--- src/rtl/smi_pkg.sv ---
// Shared types, constants and helper functions for the simplex monomial integral block.
// It has no dependencies. smi_fpu and simplex_monomial_integral use it.
`timescale 1ns / 1ps
`default_nettype none
package smi_pkg;

  localparam int MAX_DIM = 8;
  localparam int EXP_W   = 5;
  localparam int DIM_W   = 4;
  localparam int FA_W    = 9;   // The running counter reaches at most 8*31+9.

  localparam logic [63:0] DBL_ONE  = 64'h3FF0000000000000;
  localparam logic [63:0] DBL_ZERO = 64'h0000000000000000;

  typedef enum logic {
    FPU_MUL = 1'b0,
    FPU_DIV = 1'b1
  } fpu_op_t;

  typedef struct packed {
    logic    start;
    fpu_op_t op;
  } fpu_req_t;

  // These are correctly rounded doubles of sqrt(d) for d = 0..8.
  function automatic logic [63:0] sqrt_tab(input logic [DIM_W-1:0] d);
    logic [63:0] v;
    begin
      case (d)
        4'd0:    v = 64'h0000000000000000;
        4'd1:    v = 64'h3FF0000000000000;
        4'd2:    v = 64'h3FF6A09E667F3BCD;
        4'd3:    v = 64'h3FFBB67AE8584CAA;
        4'd4:    v = 64'h4000000000000000;
        4'd5:    v = 64'h4001E3779B97F4A8;
        4'd6:    v = 64'h4003988E1409212E;
        4'd7:    v = 64'h40052A7FA9D2F8EA;
        4'd8:    v = 64'h4006A09E667F3BCD;
        default: v = 64'h0000000000000000;
      endcase
      return v;
    end
  endfunction

  // This converts a nonzero small integer into an exact double.
  function automatic logic [63:0] int_to_double(input logic [FA_W-1:0] v);
    logic [3:0]  msb;
    logic [52:0] m;
    begin
      msb = 4'd0;
      for (int i = 0; i < FA_W; i++) begin
        if (v[i]) msb = 4'(i);
      end
      m = 53'(v) << (6'd52 - 6'(msb));
      return {1'b0, 11'(11'd1023 + 11'(msb)), m[51:0]};
    end
  endfunction

endpackage
`default_nettype wire

--- src/rtl/smi_fpu.sv ---
// Iterative double multiply and divide unit for positive normal operands, rounded to nearest even.
// It depends on smi_pkg for the request type.
`timescale 1ns / 1ps
`default_nettype none
module smi_fpu (
  input  wire logic            clk,
  input  wire logic            rst_n,
  input  wire smi_pkg::fpu_req_t req,
  input  wire logic [63:0]     a,
  input  wire logic [63:0]     b,
  output logic                 done,
  output logic [63:0]          result
);

  typedef enum logic [1:0] {F_IDLE, F_MUL, F_DIV, F_RND} fstate_t;

  fstate_t              state_r;
  smi_pkg::fpu_op_t     op_r;
  logic [52:0]          ma_r, mb_r;
  logic [108:0]         p_r;
  logic [54:0]          q_r;
  logic [53:0]          rem_r;
  logic signed [12:0]   exp_r;
  logic [5:0]           cnt_r;
  logic                 done_r;
  logic [63:0]          result_r;

  logic [56:0]          upper;
  logic                 ge;
  logic [53:0]          diff;
  logic [52:0]          m;
  logic                 g, s, inc;
  logic signed [12:0]   e;
  logic [53:0]          mr;
  logic [63:0]          rounded;

  always_comb begin
    upper = 57'(p_r[108:56]) + 57'(ma_r) * 57'(p_r[3:0]);
    ge    = rem_r >= {1'b0, mb_r};
    diff  = rem_r - (ge ? {1'b0, mb_r} : 54'd0);
  end

  always_comb begin
    if (op_r == smi_pkg::FPU_MUL) begin
      if (p_r[105]) begin
        m = p_r[105:53]; g = p_r[52]; s = |p_r[51:0]; e = exp_r + 13'sd1;
      end else begin
        m = p_r[104:52]; g = p_r[51]; s = |p_r[50:0]; e = exp_r;
      end
    end else begin
      if (q_r[54]) begin
        m = q_r[54:2]; g = q_r[1]; s = q_r[0] | (|rem_r); e = exp_r;
      end else begin
        m = q_r[53:1]; g = q_r[0]; s = |rem_r; e = exp_r - 13'sd1;
      end
    end
    inc = g & (s | m[0]);
    mr  = 54'(m) + 54'(inc);
    if (mr[53]) begin
      rounded = {1'b0, 11'(e + 13'sd1), 52'd0};
    end else begin
      rounded = {1'b0, e[10:0], mr[51:0]};
    end
  end

  always_ff @(posedge clk) begin
    done_r <= 1'b0;
    case (state_r)
      F_IDLE: begin
        if (req.start) begin
          op_r  <= req.op;
          ma_r  <= {1'b1, a[51:0]};
          mb_r  <= {1'b1, b[51:0]};
          p_r   <= {56'd0, 1'b1, b[51:0]};
          rem_r <= {2'b01, a[51:0]};
          q_r   <= '0;
          if (req.op == smi_pkg::FPU_MUL) begin
            exp_r   <= $signed(13'(a[62:52])) + $signed(13'(b[62:52])) - 13'sd1023;
            cnt_r   <= 6'd13;
            state_r <= F_MUL;
          end else begin
            exp_r   <= $signed(13'(a[62:52])) - $signed(13'(b[62:52])) + 13'sd1023;
            cnt_r   <= 6'd54;
            state_r <= F_DIV;
          end
        end
      end
      F_MUL: begin
        p_r   <= {upper, p_r[55:4]};
        cnt_r <= cnt_r - 6'd1;
        if (cnt_r == 6'd0) state_r <= F_RND;
      end
      F_DIV: begin
        rem_r <= {diff[52:0], 1'b0};
        q_r   <= {q_r[53:0], ge};
        cnt_r <= cnt_r - 6'd1;
        if (cnt_r == 6'd0) state_r <= F_RND;
      end
      F_RND: begin
        result_r <= rounded;
        done_r   <= 1'b1;
        state_r  <= F_IDLE;
      end
      default: state_r <= F_IDLE;
    endcase
    if (!rst_n) begin
      state_r <= F_IDLE;
      done_r  <= 1'b0;
    end
  end

  assign done   = done_r;
  assign result = result_r;

endmodule
`default_nettype wire

--- src/rtl/simplex_monomial_integral.sv ---
// Top level: exact monomial integral over the reference simplex, as an IEEE double.
// It depends on smi_pkg and instantiates smi_fpu.
`timescale 1ns / 1ps
`default_nettype none
// Channel  | Handshake            | Payload
// ---------+----------------------+--------------------------------------------
// in       | in_valid / in_ready  | in_op, in_face, in_exp0 .. in_exp7
// out      | out_valid / out_ready| out_integral_bits
// cfg      | cfg_wen              | cfg_dimension
//
// Each request runs on one shared iterative multiply/divide unit. A request costs a
// division and a multiplication per unit of exponent sum plus one division per
// final divisor, plus the sequencer states between them. The worst case has all
// eight exponents at 31. Reset is synchronous and active low; it restores the
// dimension to 2 and idles the sequencer. in_ready stays low from acceptance
// until the result is taken, so a stalled output holds the block.
module simplex_monomial_integral (
  input  wire logic        clk,
  input  wire logic        rst_n,
  input  wire logic        cfg_wen,
  input  wire logic [3:0]  cfg_dimension,
  input  wire logic        in_valid,
  output logic             in_ready,
  input  wire logic        in_op,
  input  wire logic [3:0]  in_face,
  input  wire logic [4:0]  in_exp0,
  input  wire logic [4:0]  in_exp1,
  input  wire logic [4:0]  in_exp2,
  input  wire logic [4:0]  in_exp3,
  input  wire logic [4:0]  in_exp4,
  input  wire logic [4:0]  in_exp5,
  input  wire logic [4:0]  in_exp6,
  input  wire logic [4:0]  in_exp7,
  output logic             out_valid,
  input  wire logic        out_ready,
  output logic [63:0]      out_integral_bits
);

  typedef enum logic [2:0] {S_IDLE, S_SCAN, S_QWAIT, S_MWAIT, S_DIVS, S_DWAIT, S_OUT} state_t;

  state_t        state_r;
  logic [3:0]    dim_r;
  logic [4:0]    exp_r [8];
  logic [3:0]    d_r;
  logic [3:0]    idx_r;
  logic [5:0]    k_r;
  logic [8:0]    fa_r;
  logic [3:0]    ndiv_r;
  logic [63:0]   res_r;
  logic          out_valid_r;
  logic [63:0]   out_bits_r;

  logic [3:0]    d_eff;
  logic [4:0]    face_exp;
  logic          face_zero;
  logic [4:0]    cur_exp;

  smi_pkg::fpu_req_t fpu_req;
  logic [63:0]   fpu_a, fpu_b;
  logic          fpu_done;
  logic [63:0]   fpu_result;

  // A dimension above the supported maximum saturates.
  assign d_eff = (dim_r > 4'(smi_pkg::MAX_DIM)) ? 4'(smi_pkg::MAX_DIM) : dim_r;

  always_comb begin
    case (in_face)
      4'd1:    face_exp = in_exp0;
      4'd2:    face_exp = in_exp1;
      4'd3:    face_exp = in_exp2;
      4'd4:    face_exp = in_exp3;
      4'd5:    face_exp = in_exp4;
      4'd6:    face_exp = in_exp5;
      4'd7:    face_exp = in_exp6;
      4'd8:    face_exp = in_exp7;
      default: face_exp = 5'd0;
    endcase
    // A face beyond the dimension, or a flat face whose coordinate carries a
    // nonzero exponent, integrates to zero without any arithmetic.
    face_zero = in_op && ((in_face > d_eff) || (in_face != 4'd0 && face_exp != 5'd0));
    cur_exp   = exp_r[idx_r[2:0]];
  end

  // The sequencer issues the quotient k/fa, then the product with the running
  // result, for every unit of each exponent, then the final divisions.
  always_comb begin
    fpu_req.start = 1'b0;
    fpu_req.op    = smi_pkg::FPU_DIV;
    fpu_a         = smi_pkg::int_to_double(9'(k_r));
    fpu_b         = smi_pkg::int_to_double(fa_r);
    case (state_r)
      S_SCAN: begin
        fpu_req.start = (idx_r != d_r) && (k_r <= 6'(cur_exp));
      end
      S_QWAIT: begin
        fpu_req.start = fpu_done;
        fpu_req.op    = smi_pkg::FPU_MUL;
        fpu_a         = res_r;
        fpu_b         = fpu_result;
      end
      S_DIVS: begin
        fpu_req.start = (ndiv_r != 4'd0);
        fpu_a         = res_r;
      end
      default: ;
    endcase
  end

  smi_fpu u_fpu (
    .clk    (clk),
    .rst_n  (rst_n),
    .req    (fpu_req),
    .a      (fpu_a),
    .b      (fpu_b),
    .done   (fpu_done),
    .result (fpu_result)
  );

  always_ff @(posedge clk) begin
    if (cfg_wen) dim_r <= cfg_dimension;
    case (state_r)
      S_IDLE: begin
        if (in_valid) begin
          exp_r[0] <= in_exp0; exp_r[1] <= in_exp1;
          exp_r[2] <= in_exp2; exp_r[3] <= in_exp3;
          exp_r[4] <= in_exp4; exp_r[5] <= in_exp5;
          exp_r[6] <= in_exp6; exp_r[7] <= in_exp7;
          d_r   <= d_eff;
          idx_r <= 4'd0;
          k_r   <= 6'd1;
          fa_r  <= 9'd1;
          ndiv_r <= in_op ? ((d_eff != 4'd0) ? d_eff - 4'd1 : 4'd0) : d_eff;
          res_r <= (in_op && in_face == 4'd0) ? smi_pkg::sqrt_tab(d_eff) : smi_pkg::DBL_ONE;
          if (face_zero) begin
            out_bits_r  <= smi_pkg::DBL_ZERO;
            out_valid_r <= 1'b1;
            state_r     <= S_OUT;
          end else begin
            state_r <= S_SCAN;
          end
        end
      end
      S_SCAN: begin
        if (idx_r == d_r) begin
          state_r <= S_DIVS;
        end else if (k_r > 6'(cur_exp)) begin
          idx_r <= idx_r + 4'd1;
          k_r   <= 6'd1;
        end else begin
          state_r <= S_QWAIT;
        end
      end
      S_QWAIT: begin
        if (fpu_done) state_r <= S_MWAIT;
      end
      S_MWAIT: begin
        if (fpu_done) begin
          res_r   <= fpu_result;
          k_r     <= k_r + 6'd1;
          fa_r    <= fa_r + 9'd1;
          state_r <= S_SCAN;
        end
      end
      S_DIVS: begin
        if (ndiv_r == 4'd0) begin
          out_bits_r  <= res_r;
          out_valid_r <= 1'b1;
          state_r     <= S_OUT;
        end else begin
          state_r <= S_DWAIT;
        end
      end
      S_DWAIT: begin
        if (fpu_done) begin
          res_r   <= fpu_result;
          fa_r    <= fa_r + 9'd1;
          ndiv_r  <= ndiv_r - 4'd1;
          state_r <= S_DIVS;
        end
      end
      S_OUT: begin
        if (out_ready) begin
          out_valid_r <= 1'b0;
          state_r     <= S_IDLE;
        end
      end
      default: state_r <= S_IDLE;
    endcase
    if (!rst_n) begin
      state_r     <= S_IDLE;
      dim_r       <= 4'd2;
      out_valid_r <= 1'b0;
    end
  end

  assign in_ready          = (state_r == S_IDLE);
  assign out_valid         = out_valid_r;
  assign out_integral_bits = out_bits_r;

endmodule
`default_nettype wire

--- config.mk ---
export PLATFORM = sky130hd
export DESIGN_NAME = simplex_monomial_integral
export DESIGN_NICKNAME = d
export VERILOG_FILES = /design/src/rtl/smi_pkg.sv /design/src/rtl/smi_fpu.sv /design/src/rtl/simplex_monomial_integral.sv
export SDC_FILE = /design/constraint.sdc
export NUM_CORES = 2
export LEC_CHECK = 0
export ABC_CLOCK_PERIOD_IN_PS = 12200
export BUFFER_PORTS_ARGS = -buffer_cell sky130_fd_sc_hd__buf_2
export CAP_MARGIN = 10
export CORE_MARGIN = 2
export CORE_UTILIZATION = 30
export CTS_BUF_LIST = sky130_fd_sc_hd__clkbuf_4 sky130_fd_sc_hd__clkbuf_8
export DETAILED_ROUTE_END_ITERATION = 7
export SYNTH_ARGS = -nofsm -noshare
export SYNTH_HDL_FRONTEND = slang
export SYNTH_SLANG_ARGS = --single-unit
--- constraint.sdc ---
create_clock -name clk -period 12.2 [get_ports clk]
set_input_delay 1.22 -clock clk [delete_from_list [all_inputs] [get_ports clk]]
set_output_delay 1.22 -clock clk [all_outputs]
set_load 0.02 [all_outputs]
==> flow_summary.ini <==
[status]
run_status = completed

[die]
design.portCount = 120
chipWidth_um = 383.1
die_h_um = 383.1
initial_core_util = 0.3013
floorplan.die_area_mm2 = 0.1468
fp.coreArea_mm2 = 0.1431
row_count = 139

[clock_network]
cts_root_buf = sky130_fd_sc_hd__clkbuf_8
ctsHoldBuffers = 0
cts_resized = 0
clock_pin_slew_on_the_worst_setup_and_hold_paths_ns = 0.06
cts_tree = done
cts.repair_timing.setup_buffer_count = 0
cts.path.max_buffers = 3
clkLatencyLatePin_ns = 0.80
numCtsBuffers = 112
clkSinkCount = 610
cts_max_level = 3

[sta]
timing.max_slew.rel_slack = 0.1904
tightest_slew_ns = 1.209
setup_viol_count_final = 0
fin_tns_setup_ns = 0
finalHoldViolCount = 0
whs_ns = 0.4668
grt_setup_unrepaired = false
post-route-period-util = 0.5367
timing_max_transition_violations_final = 0
timing.fmax_ghz = 0.1527
layout_min_cycle_time_ns = 6.548
fin_worst_skew_ns = 0.06178

[placed_design]
dp_hpwl_mm = 98.72
final_weighted_congestion_in_routability_driven_placement = 0.9602
detailed_place.area_mm2 = 0.04555
port-buffer-count = 118

[final_layout]
multi_input_comb_area_mm2 = 0.02312
final_area_mm2 = 0.04824
postLayoutCoreUtil = 0.3370
sequential_cell_area_mm2 = 0.01818
area_delta_synth_final_pct = 11.86
layout-drive-gt1-share = 0.1214
final_net_count = 4673
n_fill_cell = 14437

[worst_setup_path]
cp_data_required_time_ns = 12.71
arrival_ns = 7.05
path_class = reg2reg
cp_cell_sequence = ha_1, nand4_1, nor4_1, o2111ai_1, nand3_1, o22a_1, a21o_1, buf_4, and2_1, ha_1, inv_1, fa_1, a211oi_1, o21ai_0, a211oi_1, nor3_1, o41a_1, o21a_1, o221ai_1, o211ai_1, and3_1, o21a_1
crit_path_top_delay_cell = sky130_fd_sc_hd__nor4_1
endpoint_kind = register
timing.critical_path.slowest_cell_delay_ns = 0.75
startpoint_type = register
worstPathMaxFanout = 29

[global_route]
antenna_violations_before_repair = 7
grt_max_degree = 133
globalRouteTotalUtil = 0.1755
vias_in_the_first_global_route = 31637
grt_pass1_wl_mm = 198.1
grt_overflow = 0

[detailed_routing]
via_per_inst = 5.194
average_routed_wire_per_standard_cell_um = 20.96
wl_mm = 130.5
drtPass1Iterations = 5
antenna_left = 0
drc_errors = 0
drt-initial-drc-count = 3318
vias = 32337

[synth]
synth_area_mm2 = 0.04312
synth_edf_count = 596
synthArstFlopShare = 0
synth.lib_cells_used.distinct = 106
syn_avg_cell_area_um2 = 10.37
ys_seq_area_frac = 0.4216
yosys_warnings = 0
synth-main-ff-cell = sky130_fd_sc_hd__edfxtp_1
syn-instance-count = 4159
synth-seq-cells = 610
mappedNetlistNets = 4613

[min_path]
hold_path.class = reg2reg

[job]
maxCapViolations = 0
-- through the flow --
step | std cells | setup WS [ns]
after floorplan | 4159 | 3.542
after global placement | 6008 | 5.912
after detailed placement | 6008 | 5.803
after CTS | 6219 | 5.759
after global routing | 6221 | 5.316
final | 6226 | 5.652
-- synth_stat cells (103+ instances only) --
cell	number	area (um^2)
sky130_fd_sc_hd__nor2_1	208	780.8
sky130_fd_sc_hd__xnor2_1	123	1077
sky130_fd_sc_hd__mux2_2	103	1160
sky130_fd_sc_hd__edfxtp_1	596	17900
sky130_fd_sc_hd__a21oi_1	248	1241
sky130_fd_sc_hd__clkbuf_1	157	589.3
sky130_fd_sc_hd__o21ai_0	141	705.7
sky130_fd_sc_hd__ha_1	243	3040
sky130_fd_sc_hd__inv_1	259	972.2
sky130_fd_sc_hd__and2_1	300	1877
sky130_fd_sc_hd__nand2_1	464	1742
sky130_fd_sc_hd__a21o_1	145	1089
sky130_fd_sc_hd__fa_1	157	3143
-- worst paths after layout --
check,start,endpoint,slack (ns),cells past startpoint
worst max-delay path,u_fpu.rem_r[43],u_fpu.rem_r[53],5.65,22
worst max register to register,u_fpu.rem_r[43],u_fpu.rem_r[53],5.65,22
worst min register to register,out_valid,out_valid,0.47,2
worst min-delay path,out_valid,out_valid,0.47,2
-- cells in the final DEF (no fill, tap or decap), types with 17 or more instances in the layout --
cell type / n
sky130_fd_sc_hd__inv_1: 258
sky130_fd_sc_hd__a211oi_1: 47
sky130_fd_sc_hd__ha_1: 240
sky130_fd_sc_hd__o211ai_1: 17
sky130_fd_sc_hd__nor3_1: 53
sky130_fd_sc_hd__mux2i_1: 95
sky130_fd_sc_hd__edfxtp_1: 596
sky130_fd_sc_hd__and2_1: 299
sky130_fd_sc_hd__a21o_1: 145
sky130_fd_sc_hd__and3_1: 30
sky130_fd_sc_hd__nand2_1: 463
sky130_fd_sc_hd__fa_1: 157
sky130_fd_sc_hd__nand3_1: 97
sky130_fd_sc_hd__mux2_2: 103
sky130_fd_sc_hd__o21bai_1: 24
sky130_fd_sc_hd__xnor2_1: 123
sky130_fd_sc_hd__o21a_1: 28
sky130_fd_sc_hd__nor2b_1: 52
sky130_fd_sc_hd__clkbuf_4: 26
sky130_fd_sc_hd__a31oi_1: 50
sky130_fd_sc_hd__nand2b_1: 42
sky130_fd_sc_hd__a21oi_1: 247
sky130_fd_sc_hd__nor2_1: 205
sky130_fd_sc_hd__buf_4: 35
sky130_fd_sc_hd__o21ai_0: 140
sky130_fd_sc_hd__buf_2: 118
sky130_fd_sc_hd__nand4_1: 48
sky130_fd_sc_hd__or3_1: 21
sky130_fd_sc_hd__clkbuf_8: 118
sky130_fd_sc_hd__bufinv_16: 20
sky130_fd_sc_hd__xor2_1: 79
sky130_fd_sc_hd__nor4_1: 44
sky130_fd_sc_hd__clkinv_2: 24
-- area by class of cell --
cell class / count / area share
Inverter: 261 / 0.02034
Clock buffer: 144 / 0.03772
Timing Repair Buffer: 155 / 0.01852
Antenna cell: 7 / 0.0003632
Sequential cell: 610 / 0.3769
Clock inverter: 67 / 0.01754
Multi-Input combinational cell: 3079 / 0.4793
Tap cell: 1903 / 0.04936
-- metal layers --
metal / up-vias / global-route usage / share of wire
li1: 14998 / - / -
met1: 16033 / 0.2327 / 0.43
met2: 1075 / 0.2946 / 0.48
met3: 231 / 0.02369 / 0.057
met4: 0 / 0.05687 / 0.031
met5: - / 0 / 0
-- sequential cells by signal, indices dropped and copies added (netlist names), 2 cells and up, named ones only --
register / cells
d_r: 4
dim_r: 4
exp_r: 40
fa_r: 9
idx_r: 4
k_r: 6
ndiv_r: 4
out_integral_bits: 63
res_r: 63
state_r: 3
u_fpu.cnt_r: 6
u_fpu.exp_r: 11
u_fpu.ma_r: 52
u_fpu.mb_r: 52
u_fpu.p_r: 109
u_fpu.q_r: 55
u_fpu.rem_r: 54
u_fpu.result: 63
u_fpu.state_r: 2
-- kinds of logic (layout without fill, tap and decap cells) --
kind of cell             count (synthesis)  after routing  synth area share
flip-flops                             610            610            0.4216
multiplexers                           210            210           0.05522
buffers and inverters                  470            627           0.04425
AND/OR/NAND/NOR                       1438           1438            0.1699
AO/OA/AOI/OAI                          828            828            0.1245
XOR/XNOR                               202            202           0.04103
adder cells (fa/ha/maj)                400            400            0.1434
other                                    1              8        0.00008697
-- worst max-delay path: cells and delay by family, from the launching register on --
| kind | cells | cell delay (ns) |
|---|---|---|
| flip-flops | 1 | 0.44 |
| AO/OA/AOI/OAI | 11 | 2.93 |
| buffers and inverters | 2 | 0.39 |
| adder cells (fa/ha/maj) | 3 | 0.92 |
| AND/OR/NAND/NOR | 6 | 1.56 |
Power is left out: the tool's default activity adds up to more than one toggle a clock period on the data nets, which glitch-free logic cannot reach.
